File: config.mk
export PLATFORM = sky130hd
export DESIGN_NAME = pas_find
export DESIGN_NICKNAME = d
export VERILOG_FILES = /design/src/design/pas_pkg.sv /design/src/design/pas_find.sv
export SDC_FILE = /design/constraint.sdc
export NUM_CORES = 1
export LEC_CHECK = 0
export BUFFER_PORTS_ARGS = -buffer_cell sky130_fd_sc_hd__buf_2
export CAP_MARGIN = 15
export CORE_MARGIN = 2
export CORE_UTILIZATION = 47
export DETAILED_ROUTE_END_ITERATION = 10
export PLACE_DENSITY = 0.8
export RECOVER_POWER = 50
export SLEW_MARGIN = 20
export SYNTH_ARGS = -nofsm -noshare
export SYNTH_HDL_FRONTEND = slang
export SYNTH_SLANG_ARGS = --single-unit
File: constraint.sdc
create_clock -name clk -period 1.75 [get_ports clk]
set_input_delay 0.2625 -clock clk [delete_from_list [all_inputs] [get_ports clk]]
set_output_delay 0.2625 -clock clk [all_outputs]
set_load 0.03 [all_outputs]
File: src/design/pas_pkg.sv
// Shared types and constants for the positional array store.
package pas_pkg;

    localparam int DEPTH     = 128;
    localparam int DATA_W    = 32;
    localparam int FUNC_W    = 2;
    localparam int SLOT_W    = 8;
    localparam int STATUS_W  = 3;
    localparam int INDEX_W   = 7;
    localparam int COUNT_W   = 8;
    localparam int IDX_W     = (DEPTH > 1) ? $clog2(DEPTH) : 1;
    localparam int CNT_W     = $clog2(DEPTH + 1);
    localparam int CMP_W     = (SLOT_W > CNT_W) ? SLOT_W : CNT_W;
    localparam int CELL_CMP_W = (CMP_W > IDX_W) ? CMP_W : IDX_W;
    localparam int GRP       = 8;
    localparam int GRP_W     = 3;
    localparam int NGRP      = (DEPTH + GRP - 1) / GRP;
    localparam int IN_W      = 48;
    localparam int OUT_W     = 24;

    localparam logic [FUNC_W-1:0] FUNC_INSERT = 2'd0;
    localparam logic [FUNC_W-1:0] FUNC_DELETE = 2'd1;
    localparam logic [FUNC_W-1:0] FUNC_MODIFY = 2'd2;
    localparam logic [FUNC_W-1:0] FUNC_SEARCH = 2'd3;

    localparam logic [STATUS_W-1:0] STAT_OK       = 3'd0;
    localparam logic [STATUS_W-1:0] STAT_FULL     = 3'd1;
    localparam logic [STATUS_W-1:0] STAT_BADPOS   = 3'd2;
    localparam logic [STATUS_W-1:0] STAT_EMPTY    = 3'd3;
    localparam logic [STATUS_W-1:0] STAT_NOTFOUND = 3'd4;

    typedef enum logic [2:0] {
        CMD_HOLD   = 3'd0,
        CMD_INSERT = 3'd1,
        CMD_DELETE = 3'd2,
        CMD_MODIFY = 3'd3,
        CMD_SEARCH = 3'd4
    } cmd_t;

    typedef struct packed {
        cmd_t               cmd;
        logic [SLOT_W-1:0]  slot;
        logic [DATA_W-1:0]  value;
        logic [CNT_W-1:0]   count;
    } pas_ctl_t;

endpackage

File: src/design/pas_find.sv
// Two-level lowest-index encoder over the cells' match flags.
module pas_find (
    input  logic                        clk,
    input  logic [pas_pkg::DEPTH-1:0]   match,
    output logic                        hit,
    output logic [pas_pkg::IDX_W-1:0]   index
);

    logic [pas_pkg::NGRP*pas_pkg::GRP-1:0] match_pad;
    logic [pas_pkg::NGRP-1:0]              grp_hit_reg;
    logic [pas_pkg::GRP_W-1:0]             grp_idx_reg [pas_pkg::NGRP];
    logic [pas_pkg::NGRP-1:0]              grp_hit_next;
    logic [pas_pkg::GRP_W-1:0]             grp_idx_next [pas_pkg::NGRP];
    logic [pas_pkg::IDX_W+pas_pkg::GRP_W-1:0] wide_idx;

    assign match_pad = (pas_pkg::NGRP*pas_pkg::GRP)'(match);

    always_comb
    begin
        for (int g = 0; g < pas_pkg::NGRP; g++)
        begin
            grp_hit_next[g] = 1'b0;
            grp_idx_next[g] = '0;
            for (int b = pas_pkg::GRP - 1; b >= 0; b--)
            begin
                if (match_pad[g*pas_pkg::GRP + b])
                begin
                    grp_hit_next[g] = 1'b1;
                    grp_idx_next[g] = pas_pkg::GRP_W'(b);
                end
            end
        end
    end

    always_ff @(posedge clk)
    begin
        grp_hit_reg <= grp_hit_next;
        for (int g = 0; g < pas_pkg::NGRP; g++)
        begin
            grp_idx_reg[g] <= grp_idx_next[g];
        end
    end

    always_comb
    begin
        hit      = 1'b0;
        wide_idx = '0;
        for (int g = pas_pkg::NGRP - 1; g >= 0; g--)
        begin
            if (grp_hit_reg[g])
            begin
                hit      = 1'b1;
                wide_idx = (pas_pkg::IDX_W+pas_pkg::GRP_W)'(g * pas_pkg::GRP)
                         + (pas_pkg::IDX_W+pas_pkg::GRP_W)'(grp_idx_reg[g]);
            end
        end
    end

    assign index = wide_idx[pas_pkg::IDX_W-1:0];

endmodule

# Yosys cells after proc, flatten, opt, wreduce, memory -nomap -nowiden
# Memories as Yosys holds them, arrays and structs flattened.
# Cells that the tools add are included.
# totals
in_bits	129
memories	1
ram_bits	48
reg_bits	16
output_inout_bits	8
# op_classes
n_addsub	15
n_mux	176
reduce_logical	16
# memory_table
name	depth	width	rd	rd_clocked_by_memory_dff	wr	line	text
grp_idx_reg	16	3	16	0	16	pas_find.sv:11	logic [pas_pkg::GRP_W-1:0] grp_idx_reg [pas_pkg::NGRP];
# op_table
op	count
2-to-1 mux 3 bit	128
2-to-1 mux 7 bit	16
OR reduction 7 bit	16
adder 7 x 3 -> 7 bit, first input constant	8
2-to-1 mux 1 bit	32
adder 6 x 3 -> 7 bit, first input constant	4
adder 5 x 3 -> 6 bit, first input constant	2
adder 4 x 3 -> 5 bit, first input constant	1

# Logic depth before layout (Yosys ltp)
# An unclocked memory read counts as a cell.
# depth
depth_word	18
ltp_mapped	6

# Worst setup path before layout
# OpenSTA, ideal clock, no wires.
# synth_timing
path_kind	register to output
start	register grp_hit_reg[15] (netlist name)
end	output index[3] (netlist name)
path_buffers	0
path_slack_ns	-0.303
stages_incl_launch_ff	6
required_time_ns	1.487
arrival_ns	1.790
path_cell_list	dfxtp_1 nor2b_2 o21ai_0 a2111oi_1 nor3_1 o31ai_1
# synth_via
elab_chain_len	16
# synth_lines
element	line	text
start, declared	pas_find.sv:10	logic [pas_pkg::NGRP-1:0] grp_hit_reg;
start signal, assigned	pas_find.sv:37	grp_hit_reg <= grp_hit_next;
2-to-1 mux 7 bit (16 in series)	pas_find.sv:50	if (grp_hit_reg[g])
end, declared	pas_find.sv:6	output logic [pas_pkg::IDX_W-1:0] index
# No other way between the ends.

# Worst setup path in the final report
# layout_timing
start	register grp_hit_reg[6] (netlist name)
end	output index[1] (netlist name)
# layout_via
elab_chain_len	7
# layout_lines
element	line
2-to-1 mux 7 bit (7 in series)	pas_find.sv:50
# No other way between the ends.

==> results <==
- The leakage power is 1.98 nW.
- The repair_antennas step left the layout with diodes totalling 0.
- For this run, the number of Yosys warnings is 0.
- The finished cells cover 4480 um2.
- The cell row count is 29.
- The largest individual stage delay along the critical path comes from the cell sky130_fd_sc_hd__or4_1.
- Synthesis inferred 64 register bits.
- The path category of the worst min-delay check is input port to flip-flop.
- Compared with the post-synthesis result, the final layout area differs by 46.9%.
- The clock tree synthesis step divided the H-tree into 3 levels.
- STA classifies the critical path startpoint as a flip-flop.
- Summed over all nets, the switching power comes to 0.000812 W.
- The final antenna-violating net count is 0.
- Global routing consumed, over all layers together, 24.7% of the routing resources.
- The kind of cell with the highest combined delay along the critical path is simple AND/OR/NAND/NOR gates.
- The post-layout utilization of the core is 71.0%.
- The total number of vias is 3489.
- The design draws 0.00325 W.
- During I/O placement, the number of pins put on the boundary was 137.
- The proportion of total power due to net switching is 25.0%.
- The floorplan die width is 84.6 um.
- The initial core utilization is 48.3%.
- The CTS root buffer is sky130_fd_sc_hd__clkbuf_8.
- For met2 alone, demand over resource in global routing was 44.8%.
- For this run, the top clock speed supported by timing is 472 MHz.
- The cell-internal power is 0.00244 W.
- The die area is 7150 um2.
- For the pin with the worst max-slew slack, the measured transition is 483 ps.
- The data required time at the worst endpoint is 1490 ps.
- The longest clock path from root to sink contains 2 buffers.
- The signal on the critical path passes through buf_6, a21oi_4, a21oi_2, or4_1, o211ai_1, buf_4.
- Summed over all layers, the global routing overflow is 0.
- The count of hold-fix buffers inserted at cts is 0.
- The number of max-cap violations is 0.
- Yosys mapped a number of flops with a built-in enable equal to 0.
- The via count of the first global-routing pass is 3301.
- The type of the worst setup path is flip-flop to primary output.
- The post-layout net count is 687.
- In the post-synthesis netlist, the biggest area contributors are sky130_fd_sc_hd__dfxtp_1, sky130_fd_sc_hd__nor3_1, sky130_fd_sc_hd__nor4_1, sky130_fd_sc_hd__a21oi_1, sky130_fd_sc_hd__nor2_1.
- After the flow finishes, the layout carries non-filler instances totaling 640.
- The largest area contributor in the synthesized netlist is sky130_fd_sc_hd__dfxtp_1.
- In the global route stage, met1 resource usage came out at 28.9%.
- The predominant post-synthesis flop cell is sky130_fd_sc_hd__dfxtp_1.
- The peak fanout along the critical path is 5.
- The half-perimeter wire length after detailed placement is 6.49 mm.
- In the routed design, unresolved DRC markers number 0.
- The number of flip-flops under the largest register name is 48.
- The count of fill cells added during filler insertion is 486.
- The net count after synthesis is 515.
- The count of input and output buffers is 136.
- The die outline height is 84.6 um.
- The global placement routability congestion is 0.883.
- The fraction of layout cells with a size suffix above 1 is 36.6%.
- The power per cell area is 726 nW/um2.
- The clock network burns 40.6% of the power.
- After synthesis, the share of flip-flops with an asynchronous set or reset is 0%.
- The total area inside the core boundary comes to 6310 um2.
- The first detailed-routing pass ran for 4 iterations.
- By instance count, the leading cell after synthesis is sky130_fd_sc_hd__dfxtp_1.
- Summing all placed instances gives a cell area of 4010 um2.
- After detailed routing, the number of vias per cell comes to 5.45.
- The tree built by TritonCTS fans out to 64 sinks.
- Synthesis instantiated 42 different standard cells from the library.
- The category of the worst setup path capture point is a primary output.
- Setup total negative slack on the finished layout was measured at -2260 ps.
- The setup-violating endpoint count in the final report is 8.
- IR analysis of the VDD net gives a maximum drop of 0.761 mV.
- In this run the cell area of the synthesized design comes to 3050 um2.
- The number of slew-limit violations in the final report was 0.
- The initial antenna violation count was 0.
- The pin count of the biggest net entering global routing is 12.
- The arrival time reported for the critical path endpoint is 1860 ps.
- The final reports fail on negative setup slack.
- The share of the Yosys chip area taken by registers is 42.0%.
- After synthesis, the most frequently instantiated cells are sky130_fd_sc_hd__dfxtp_1, sky130_fd_sc_hd__nor3_1, sky130_fd_sc_hd__a21oi_1, sky130_fd_sc_hd__nor2_1, sky130_fd_sc_hd__inv_1.
- The mean cell area of the mapped netlist is 7.90 um2.
- The combinational group share of total power is 12.3%.
- The first-iteration detailed-routing DRC count is 174.
- TritonCTS built the clock tree.
- The total routed wirelength is 9.07 mm.
- In this run the tightest slew margin relative to its limit is 67.5%.
- In this run the biggest area consumer among cell types represents 42.0% of the synthesized area.
- Synthesis produced 386 cells.
- The relative contribution of sequential cells to total power is 47.2%.
- Clock-pin slew was measured on the worst setup and hold paths at 70 ps.
- In this run, CTS created clock tree buffers numbering 9.
- In the final routed layout, each cell accounts on average for 14.2 um.
- After layout, the worst path uses 121% of the clock period.
- The wire length of the first global-routing pass is 14.4 mm.
- Global routing consumed, on the met3 layer, 5.60% of the routing resources.
- The run finished, with violations left.
- The number of instances in the placed design is 621.
- The number of failing hold endpoints at the final stage is 0.
- Setup repair after global routing could not meet its margin everywhere.
- The layer flagged by global routing as most heavily used is met2.
- Together, buffers and inverters on the worst path number 2.
- The final critical delay including setup and external delays is 2120 ps.
- The peak per-stage delay on the critical path is 470 ps.
- The post-layout worst setup margin is -369 ps.
[what timing repair did]
action	in CTS	in global routing
gates cloned	0	0
pin swaps	20	7
setup buffers	2	1
gates resized for setup	60	18
setup endpoints to repair	8	8
[power groups by stage]
| stage | clock network (W) | logic (W) | registers, W |
|---|---|---|---|
| 6_report | 0.00132 | 0.000399 | 0.00153 |
| 2_1_floorplan | 0 | 0.000153 | 0.00156 |
| 5_1_grt | 0.00140 | 0.000452 | 0.00154 |
| 3_3_place_gp | 0 | 0.000376 | 0.00157 |
| 3_5_place_dp | 0 | 0.000392 | 0.00157 |
| 4_1_cts | 0.00131 | 0.000401 | 0.00153 |
[worst paths after layout]
check | endpoint | slack, ps | cells past startpoint | start
setup / recovery | index[1] | -370 | 6 | grp_hit_reg[6]
hold / removal | grp_idx_reg[0][3] | 90 | 2 | match[8]
[area by class of cell]
cell class	count	area, um2	share of cell area, %
clock buffers	12	156	3.49
multi-input cells	281	1790	39.9
clock inverters	4	51.3	1.14
flip-flops and latches	64	1310	29.3
well taps	77	96.3	2.15
inverters	39	149	3.32
repair buffers	163	928	20.7
[cells in the final DEF (no fill, tap or decap), types with 2 or more instances in the layout]
cell type and count:
sky130_fd_sc_hd__o211ai_1 4, sky130_fd_sc_hd__o21bai_1 16, sky130_fd_sc_hd__nor2_1 36, sky130_fd_sc_hd__clkbuf_8 9, sky130_fd_sc_hd__a21oi_2 2, sky130_fd_sc_hd__nor4_1 32
sky130_fd_sc_hd__or2_4 2, sky130_fd_sc_hd__clkbuf_1 27, sky130_fd_sc_hd__nor2b_1 20, sky130_fd_sc_hd__a22oi_1 3, sky130_fd_sc_hd__nor2_4 2, sky130_fd_sc_hd__nor3_2 3
sky130_fd_sc_hd__o21ai_1 2, sky130_fd_sc_hd__o21ai_2 4, sky130_fd_sc_hd__dfxtp_4 5, sky130_fd_sc_hd__dfxtp_2 9, sky130_fd_sc_hd__dfxtp_1 50, sky130_fd_sc_hd__buf_2 103
sky130_fd_sc_hd__a2111oi_4 2, sky130_fd_sc_hd__o221ai_2 2, sky130_fd_sc_hd__buf_6 15, sky130_fd_sc_hd__nand2b_1 3, sky130_fd_sc_hd__inv_1 37, sky130_fd_sc_hd__a21oi_1 36
sky130_fd_sc_hd__a221oi_2 3, sky130_fd_sc_hd__buf_4 20, sky130_fd_sc_hd__nor2b_4 2, sky130_fd_sc_hd__nand2_1 26, sky130_fd_sc_hd__o221ai_1 2, sky130_fd_sc_hd__nor3_1 48
sky130_fd_sc_hd__nor2_2 2, sky130_fd_sc_hd__o21ai_0 3
[through the flow]
| step | hold slack [ps] | setup slack (ps) |
|---|---|---|
| global route | 88.5 | -449 |
| finish | 91.8 | -369 |
| floorplan | 335 | -56.1 |
| CTS | 92.8 | -351 |
| global placement | 455 | -73.7 |
| detailed placement | 455 | -140 |
[kinds of logic after synthesis]
group	after synthesis	synth area share, %
and+or+nand+nor	188	31.8
AOI/OAI and AO/OA	93	20.6
DFF	64	42.0
buffers and inverters	41	5.54
[routing by layer]
metal,vias to the layer above,part of all wire [%]
met2,113,52
met4,0,1.5
met3,12,5.2
li1,1750,-
met1,1614,41
met5,-,0
No activity file was read; power rests on OpenSTA's default activity.
