## src/design/pas_pkg.sv

```systemverilog
// Shared types and constants for the positional array store.
package pas_pkg;

    localparam int DEPTH     = 128;
    localparam int DATA_W    = 32;
    localparam int FUNC_W    = 2;
    localparam int SLOT_W    = 8;
    localparam int STATUS_W  = 3;
    localparam int INDEX_W   = 7;
    localparam int COUNT_W   = 8;
    localparam int IDX_W     = (DEPTH > 1) ? $clog2(DEPTH) : 1;
    localparam int CNT_W     = $clog2(DEPTH + 1);
    localparam int CMP_W     = (SLOT_W > CNT_W) ? SLOT_W : CNT_W;
    localparam int CELL_CMP_W = (CMP_W > IDX_W) ? CMP_W : IDX_W;
    localparam int GRP       = 8;
    localparam int GRP_W     = 3;
    localparam int NGRP      = (DEPTH + GRP - 1) / GRP;
    localparam int IN_W      = 48;
    localparam int OUT_W     = 24;

    localparam logic [FUNC_W-1:0] FUNC_INSERT = 2'd0;
    localparam logic [FUNC_W-1:0] FUNC_DELETE = 2'd1;
    localparam logic [FUNC_W-1:0] FUNC_MODIFY = 2'd2;
    localparam logic [FUNC_W-1:0] FUNC_SEARCH = 2'd3;

    localparam logic [STATUS_W-1:0] STAT_OK       = 3'd0;
    localparam logic [STATUS_W-1:0] STAT_FULL     = 3'd1;
    localparam logic [STATUS_W-1:0] STAT_BADPOS   = 3'd2;
    localparam logic [STATUS_W-1:0] STAT_EMPTY    = 3'd3;
    localparam logic [STATUS_W-1:0] STAT_NOTFOUND = 3'd4;

    typedef enum logic [2:0] {
        CMD_HOLD   = 3'd0,
        CMD_INSERT = 3'd1,
        CMD_DELETE = 3'd2,
        CMD_MODIFY = 3'd3,
        CMD_SEARCH = 3'd4
    } cmd_t;

    typedef struct packed {
        cmd_t               cmd;
        logic [SLOT_W-1:0]  slot;
        logic [DATA_W-1:0]  value;
        logic [CNT_W-1:0]   count;
    } pas_ctl_t;

endpackage

```

## src/design/pas_cell.sv

```systemverilog
// One storage cell of the shifting chain, with its own equality compare.
module pas_cell (
    input  logic                           clk,
    input  pas_pkg::pas_ctl_t              ctl,
    input  logic [pas_pkg::IDX_W-1:0]      idx,
    input  logic [pas_pkg::DATA_W-1:0]     prev_data,
    input  logic [pas_pkg::DATA_W-1:0]     next_data,
    output logic [pas_pkg::DATA_W-1:0]     data,
    output logic                           match
);

    logic [pas_pkg::DATA_W-1:0]     data_reg;
    logic [pas_pkg::DATA_W-1:0]     data_next;
    logic                           match_reg;
    logic [pas_pkg::CELL_CMP_W-1:0] idx_ext;
    logic [pas_pkg::CELL_CMP_W-1:0] slot_ext;
    logic [pas_pkg::CELL_CMP_W-1:0] cnt_ext;

    assign idx_ext  = pas_pkg::CELL_CMP_W'(idx);
    assign slot_ext = pas_pkg::CELL_CMP_W'(ctl.slot);
    assign cnt_ext  = pas_pkg::CELL_CMP_W'(ctl.count);

    always_comb
    begin
        data_next = data_reg;
        case (ctl.cmd)
            pas_pkg::CMD_INSERT:
            begin
                if (idx_ext > slot_ext)
                begin
                    data_next = prev_data;
                end
                else if (idx_ext == slot_ext)
                begin
                    data_next = ctl.value;
                end
            end
            pas_pkg::CMD_DELETE:
            begin
                if (idx_ext >= slot_ext)
                begin
                    data_next = next_data;
                end
            end
            pas_pkg::CMD_MODIFY:
            begin
                if (idx_ext == slot_ext)
                begin
                    data_next = ctl.value;
                end
            end
            default:
            begin
                data_next = data_reg;
            end
        endcase
    end

    always_ff @(posedge clk)
    begin
        data_reg <= data_next;
        if (ctl.cmd == pas_pkg::CMD_SEARCH)
        begin
            match_reg <= (data_reg == ctl.value) && (idx_ext < cnt_ext);
        end
    end

    assign data  = data_reg;
    assign match = match_reg;

endmodule

```

## config.mk

```make
export PLATFORM = sky130hd
export DESIGN_NAME = pas_cell
export DESIGN_NICKNAME = d
export VERILOG_FILES = /design/src/design/pas_pkg.sv /design/src/design/pas_cell.sv
export SDC_FILE = /design/constraint.sdc
export NUM_CORES = 1
export LEC_CHECK = 0
export ABC_AREA = 1
export CELL_PAD_IN_SITES_DETAIL_PLACEMENT = 1
export CELL_PAD_IN_SITES_GLOBAL_PLACEMENT = 2
export CORE_UTILIZATION = 34
export CTS_CLUSTER_SIZE = 8
export DETAILED_ROUTE_END_ITERATION = 12
export DONT_BUFFER_PORTS = 1
export PLACE_DENSITY = 0.83
export SYNTH_ARGS = -nofsm -noshare
export SYNTH_HDL_FRONTEND = slang
export SYNTH_SLANG_ARGS = --single-unit
```

## constraint.sdc

```tcl
create_clock -name clk -period 5.35 [get_ports clk]
set_input_delay 1.07 -clock clk [delete_from_list [all_inputs] [get_ports clk]]
set_output_delay 1.07 -clock clk [all_outputs]
set_load 0.05 [all_outputs]
```

== Yosys cells after proc, flatten, opt, wreduce, memory -nomap -nowiden ==
Index checks and enable logic that the tools add are counted.
Operators by class
  multiplexer cells: 4
  shift operators: 0
  bitwise operators: 0
  add/subtract/negate cells: 0
  equality and inequality tests: 7
  div/mod/pow operators: 0
  multipliers: 0
  magnitude comparators: 3
  reductions and logical operators: 3
Operator list (number)
  two-way mux 32 bit: 3
  one-hot mux 32 bit (3 select lines): 1
  == test 32 bit: 1
  == test 7 x 8 -> 1 bit: 1
  greater-or-equal comparator 7 x 8 -> 1 bit: 1
  greater-than comparator 7 x 8 -> 1 bit: 1
  < comparator 7 x 8 -> 1 bit: 1
  == test 3 x 2 -> 1 bit, second input constant: 2
  == test 3 x 1 -> 1 bit, second input constant: 1
  == test 3 bit, second input constant: 1
  nonzero test 3 bit: 1
  inequality test 2 bit, second input constant: 1
  AND reduction 2 bit: 1
  logical AND 1 bit: 1
Storage, ports and cells
  word-level logic and storage cells: 19
  memories: 0
  bits in registers: 33
  output and inout port bits: 33
  latch bits: 0
  input port bits: 123
  ROM bits: 0
  bits in writable memories: 0

== Logic depth before layout (Yosys ltp) ==
Gate-level depths: netlist of the first run.
  word-level depth: 4
  gate-level depth with buffers: 14
  mapped depth without buffers: 13

== Worst setup path after synthesis of the first run ==
OpenSTA, ideal clock, no wires.
  kind: input to register
  start point: in ctl[46] (netlist bit)
  end point: reg data_reg, in the netlist data[0] (enable)
  setup time: 0.387 ns
  path slack: 2.119 ns
  required time: 4.963 ns
  stages on the path: 10
  data arrival time: 2.844 ns
  buffers on the path: 2
  cells stage by stage: inv_1 ha_1 inv_1 nor3_2 buf_4 nand2_1 nand2_2 buf_2 o21ai_0 inv_1
On the way
  longest elaborated chain between the ends: 3
Ends and longest elaborated chain
  start, declared: line pas_cell.sv:4  | input pas_pkg::pas_ctl_t ctl,
  greater-or-equal comparator 7 x 8 -> 1 bit: line pas_cell.sv:40  | if (idx_ext >= slot_ext)
  inequality test 2 bit (no line)
  AND reduction 2 bit (no line)
  end signal, assigned: line pas_cell.sv:61  | data_reg <= data_next;
  end, declared: line pas_cell.sv:12  | logic [pas_pkg::DATA_W-1:0] data_reg;
No other way between the ends.
A chain may end at the register's enable or synchronous reset.

== Worst setup path after layout of the first run ==
  start point: in ctl[46] (netlist bit)
  end point: reg data_reg, in the netlist data[31] (enable)
The elaborated chain is that of the path after synthesis.

==> flow_summary.yaml, run 1 <==
global_route:
  antenna_found_initial: 0
  grt_overflow: 0
  global_route_wire_length_before_repair_mm: 15.7
  grt_max_degree: 39
  grt_pass1_vias: 3189
  grt_util_all_layers: 0.205
logic_synthesis:
  synth.ff_latch_count: 33
  netlist.top_cell.by_area: "sky130_fd_sc_hd__edfxtp_1"
  synth_top_family_by_area: "simple AND/OR/NAND/NOR gates"
  mappedNetlistArea_um2: 3160
  ys_top_cells_by_area: "sky130_fd_sc_hd__edfxtp_1 31%, sky130_fd_sc_hd__nand2_1 23%, sky130_fd_sc_hd__nand3_1 15%"
  synth_compound_area_frac: 0.0281
  synth.distinct_cells: 26
  post_synthesis_mean_instance_area_um2: 6.46
  synth_edf_count: 33
  synth.yosys.seq_area_share: 0.313
  synth_xor_area_frac: 0.0720
  synth_cells: 490
  syn-num-nets: 626
  most_used_dff_post_synth: "sky130_fd_sc_hd__edfxtp_1"
  post_synth_and_or_nand_nor_area_fraction: 0.416
  synthArstFlopShare: 0
  synth.area.mux_share: 0
  synthDominantCellAreaShare: 0.313
  yosys.area_share.adder: 0.0514
  yosys_warnings: 0
detailed_routing:
  routed_via_count: 2973
  drtPass1Iterations: 10
  avgViaCountPerCell: 5.07
  met3_wirelength_um: 690
  route.detailed.drc: 7
  detailroute.wirelength.met2_mm: 4.95
  routed_wire_length_per_instance_um: 16.4
  top_layer_used: "met4"
  wl_mm: 9.62
  antenna_violating_nets_left: 0
  drt-initial-drc-count: 88
  wl_met1_mm: 3.89
pwr:
  total_leakage_power_nw: 1.67
  powerDensity_nw_per_um2: 240
  ir_drop_worst_case_vdd_mv: 0.105
clock_network:
  cts_made_buffers: 5
  cts_resized: 0
  cts.root.buffer_cell: "sky130_fd_sc_hd__clkbuf_8"
  clock_sinks: 33
  tritoncts: "built"
  cts.reportedPaths.clkPinSlew_ns: 0.08
  worst_skew_late_latency_ns: 0.28
  post_cts_buffers: 0
  cts_hold_fix_bufs: 0
  ctsHtreeMaxLevel: 2
  buffers_from_clock_root_to_sink_at_most: 2
critical_path:
  path_common_cell: "sky130_fd_sc_hd__inv_1"
  critical_path.endpoint: "data[31]"
  critical_path_arrival_ns: 3.54
  cp_cell_sequence: "inv_1, ha_1, inv_1, nor3_4, buf_4, nand2_1, nand2_2, o21ai_0, inv_1, buf_4"
  crit_path_top_delay_cell: "sky130_fd_sc_hd__nand2_2"
  startpoint_type: "input port"
  timing.rr.start: "data[26]"
  worstReg2RegEnd: "match"
  path_class: "in2reg"
  critical_path_source: "ctl[46]"
  timing.reg2reg.worst_path_depth: 8
  r2r_slack_ns: 3.67
  critPathMaxFanout: 34
  worst_setup_end_kind: "flip-flop"
  worstPathRequired_ns: 5.31
  critical-path-max-stage-delay_ns: 0.50
timing:
  timing.clock.skew_ns: 0.0102
  rsz0062_at_grt: "no"
  worstMarginPinSlew_ns: 1.04
  setup-tns-final_ns: 0
  slew_headroom: 0.304
  fin_ws_ns: 1.77
  min_period_over_period: 0.669
  setup_violations: 0
  fmax_mhz: 279
  final-hold-violation-count: 0
  finalHoldWorstSlack_ns: 0.988
  finalCriticalPeriod_ns: 3.58
  max_slew_violation_count: 0
die:
  initial_utilization: 0.358
  die_area_um2: 9700
  die_w_um: 98.5
  io_pins: 156
  die-height_um: 98.5
  core.rowCount: 34
  core_um2: 8850
run_status:
  violations: "design-rule violations"
  run_status: "finished with violations"
finish:
  utilization: 0.373
  final-seq-area_um2: 991
  multi_input_comb_area_um2: 1810
  fin_area_um2: 3300
  syn_to_final_growth_pct: 4.31
  antenna-diode-count: 0
  fin_nets: 613
  largest_register_ffs: 32
  ratio_of_cells_with_drive_above_1_in_the_final_layout: 0.0377
  fillerInstances: 1160
placed_design:
  port_buffers: 0
  pre_cts_ws_ns: 1.43
  place_congestion: 0.764
  detailed_place.area_um2: 3220
  dpl.hpwl_mm: 7.08
min_path:
  hold_path.startpoint: "ctl[48]"
  min_path_type: "in2reg"
job:
  max_cap_violations: 0
-- area by class of cell --
class	count	share of cell area
Sequential cell	33	0.300
Inverter	67	0.0762
Multi-Input combinational cell	366	0.549
Timing Repair Buffer	4	0.00910
Clock inverter	2	0.00303
Clock buffer	6	0.0220
Tap cell	108	0.0409
-- cell families (layout without fill, tap and decap cells) --
group           Yosys count  in the layout
simple gates            311            311
buf+inv                  91             79
flops                    33             33
xor+xnor                 26             26
compound gates           16             16
fa+ha+maj                13             13
-- power breakdown --
part | total [mW] | internal [mW] | switching (mW) | leakage [nW]
Combinational | 0.183 | 0.0699 | 0.113 | 1.31
Sequential | 0.423 | 0.320 | 0.102 | 0.318
Clock | 0.188 | 0.0904 | 0.0974 | 0.0450
-- worst min path at each step --
stage / to / slack [ns] / cells after the start
after detailed placement: data[2] / 1.08 / 4
after global routing: match / 0.98 / 1
final: match / 0.99 / 1
after global placement: data[30] / 1.08 / 4
after CTS: match / 0.98 / 1
after floorplan: data[13] / 1.01 / 4
-- synthesized netlist by cell type (2+ instances only) --
| library cell | number |
|---|---|
| sky130_fd_sc_hd__nand4_1 | 3 |
| sky130_fd_sc_hd__buf_4 | 2 |
| sky130_fd_sc_hd__buf_1 | 3 |
| sky130_fd_sc_hd__xnor2_1 | 20 |
| sky130_fd_sc_hd__nand2_2 | 3 |
| sky130_fd_sc_hd__edfxtp_1 | 33 |
| sky130_fd_sc_hd__buf_6 | 2 |
| sky130_fd_sc_hd__nand2_1 | 194 |
| sky130_fd_sc_hd__o21ai_1 | 3 |
| sky130_fd_sc_hd__ha_1 | 13 |
| sky130_fd_sc_hd__xor2_1 | 6 |
| sky130_fd_sc_hd__nand3_1 | 93 |
| sky130_fd_sc_hd__a21oi_1 | 5 |
| sky130_fd_sc_hd__inv_1 | 66 |
| sky130_fd_sc_hd__nor2_1 | 14 |
| sky130_fd_sc_hd__o21ai_0 | 5 |
| sky130_fd_sc_hd__clkbuf_1 | 7 |
| sky130_fd_sc_hd__buf_2 | 10 |
-- per-stage QoR --
step / instances / power (mW)
final: 586 / 0.794
after global routing: 586 / 0.843
after CTS: 586 / 0.808
after detailed placement: 578 / 0.616
after global placement: 578 / 0.609
after floorplan: 490 / 0.569
-- worst max-delay path: cells and delay by family --
family / cells / cell delay [ns]
simple gates: 3 / 0.77
compound gates: 1 / 0.17
buf+inv: 5 / 1.24
fa+ha+maj: 1 / 0.26
-- cells in the final DEF, fill, tap and decap left out, drive strengths merged --
| cell type | instances |
|---|---|
| a21oi | 6 |
| a22oi | 1 |
| buf | 4 |
| clkbuf | 6 |
| clkinv | 2 |
| edfxtp | 33 |
| ha | 13 |
| inv | 67 |
| nand2 | 197 |
| nand3 | 93 |
| nand4 | 3 |
| nor2 | 15 |
| nor3 | 2 |
| nor3b | 1 |
| o211ai | 1 |
| o21ai | 8 |
| xnor2 | 20 |
| xor2 | 6 |
-- per-layer routing --
| layer | vias to the layer above | GRT usage |
|---|---|---|
| met4 | 0 | 0.0494 |
| li1 | 1518 | - |
| met2 | 90 | 0.380 |
| met5 | - | 0 |
| met1 | 1359 | 0.235 |
| met3 | 6 | 0.0518 |
Note: power is estimated with default switching activity, not from simulation.
==> inputs of run 2 (changes only) <==
- CORE_UTILIZATION: 34 -> 29
- PLACE_DENSITY: 0.83 -> 0.75
- clock period: 5.35 -> 3.2 ns (I/O delays scaled with it)
==> flow_summary.yaml, run 2 (synthesized netlist as in run 1, its figures left out) <==
timing:
  max_slew_violation_count: 0
  finalCriticalPeriod_ns: 2.81
  worstMarginPinSlew_ns: 0.902
  rsz0062_at_grt: "no"
  finalHoldWorstSlack_ns: 0.555
  slew_headroom: 0.397
  timing.clock.skew_ns: 0.00978
  fmax_mhz: 356
  min_period_over_period: 0.878
  final-hold-violation-count: 0
  setup-tns-final_ns: 0
  setup_violations: 0
pwr:
  total_switching_power_mw: 0.529
  cell_internal_pwr_mw: 0.803
  sw_frac_of_total: 0.397
  powerDensity_nw_per_um2: 395
  ir_drop_worst_case_vdd_mv: 0.153
  overall_power_of_the_completed_layout_mw: 1.33
  combinationalPowerShare: 0.236
  power_frac_clock: 0.232
  total_leakage_power_nw: 1.70
  power_frac_seq: 0.532
finish:
  largest_register_ffs: 32
  final-seq-area_um2: 991
  ratio_of_cells_with_drive_above_1_in_the_final_layout: 0.0455
  syn_to_final_growth_pct: 6.56
  final_cell_count_no_fill: 619
  mostFrequentLayoutCell: "sky130_fd_sc_hd__nand2_1"
  most-common-layout-cells: "194 x sky130_fd_sc_hd__nand2_1, 93 x sky130_fd_sc_hd__nand3_1, 66 x sky130_fd_sc_hd__inv_1"
  fillerInstances: 1392
  antenna-diode-count: 0
  multi_input_comb_area_um2: 1810
  fin_nets: 618
detailed_routing:
  antenna_violating_nets_left: 0
  route.detailed.drc: 0
  routed_wire_length_per_instance_um: 16.3
  drt-initial-drc-count: 109
  drtPass1Iterations: 4
  avgViaCountPerCell: 4.90
  wl_mm: 10.1
  routed_via_count: 3034
clock_network:
  cts_resized: 0
  post_cts_buffers: 0
  worst_skew_late_latency_ns: 0.28
  buffers_from_clock_root_to_sink_at_most: 2
  cts.reportedPaths.clkPinSlew_ns: 0.08
  cts.root.buffer_cell: "sky130_fd_sc_hd__clkbuf_8"
  ctsHtreeMaxLevel: 2
  cts_hold_fix_bufs: 0
  tritoncts: "built"
  clock_sinks: 33
  cts_made_buffers: 5
critical_path:
  startpoint_type: "input port"
  critPathMaxFanout: 33
  worstPathRequired_ns: 3.23
  path_class: "in2reg"
  worst_setup_end_kind: "flip-flop"
  timing.reg2reg.worst_path_depth: 8
  critical_path_arrival_ns: 2.84
placed_design:
  place_congestion: 0.778
  placed_cells_incl_taps: 611
  port_buffers: 0
  dpl.hpwl_mm: 7.66
run_status:
  run_status: "complete, no violations"
global_route:
  antenna_found_initial: 0
  grt_overflow: 0
  global_route_wire_length_before_repair_mm: 15.7
  grt_pass1_vias: 3193
  grt_max_degree: 34
  grt_util_all_layers: 0.178
die:
  die-height_um: 106
  core.rowCount: 37
  core_um2: 10500
  io_pins: 156
  initial_utilization: 0.302
  die_area_um2: 11300
  die_w_um: 106
job:
  max_cap_violations: 0
min_path:
  min_path_type: "in2reg"
  min_delay_path_depth: 1
## run 2: changes by cell type in the layout (fill, tap and decap cells not counted)
cell / previous run / this run
sky130_fd_sc_hd__clkinv_2: 2 / 1
sky130_fd_sc_hd__buf_4: 4 / 9
sky130_fd_sc_hd__clkbuf_1: 1 / 0
sky130_fd_sc_hd__clkinv_1: 0 / 2
## run 2: final timing paths
path / from / to / slack (ns)
worst max register to register: data[26] / match / 1.51
worst min-delay path: ctl[48] / match / 0.56
worst min register to register: data[22] / data[22] / 1.09
worst max-delay path: ctl[43] / data[7] / 0.39
## run 2: cell type report
cell class | instances | area share
Timing Repair Buffer | 9 | 0.0200
Multi-Input combinational cell | 366 | 0.537
Tap cell | 136 | 0.0505
Clock buffer | 5 | 0.0204
Inverter | 67 | 0.0746
Clock inverter | 3 | 0.00371
Sequential cell | 33 | 0.294
## run 2: stage by stage
step	setup WS (ns)	util	area [µm²]
floorplan	0.399	-	3160
global placement	0.0991	0.315	3290
detailed placement	0.0743	0.315	3290
CTS	0.377	0.322	3370
global route	0.164	0.322	3370
finish	0.389	0.322	3370
## run 2: critical path, stage by stage
cell	delay [ns]
sky130_fd_sc_hd__inv_1	0.02
sky130_fd_sc_hd__ha_1	0.29
sky130_fd_sc_hd__nand2_1	0.13
sky130_fd_sc_hd__nor2_4	0.07
sky130_fd_sc_hd__a21oi_4	0.71
sky130_fd_sc_hd__nand2_2	0.65
sky130_fd_sc_hd__nand3_1	0.23
sky130_fd_sc_hd__nand2_1	0.08
## run 2: power groups by stage
stage               Combinational [mW]  Clock, mW  Sequential, mW
floorplan                        0.248          0           0.704
global placement                 0.308          0           0.718
detailed placement               0.320          0           0.718
CTS                              0.321      0.321           0.710
global route                     0.364      0.339           0.715
finish                           0.314      0.310           0.709
## run 2: layer usage
metal	up-vias	track usage	part of all wire
met2	104	0.322	0.49
met5	-	0	0
met4	0	0.0431	0.012
met3	8	0.0552	0.077
met1	1391	0.204	0.42
li1	1531	-	-
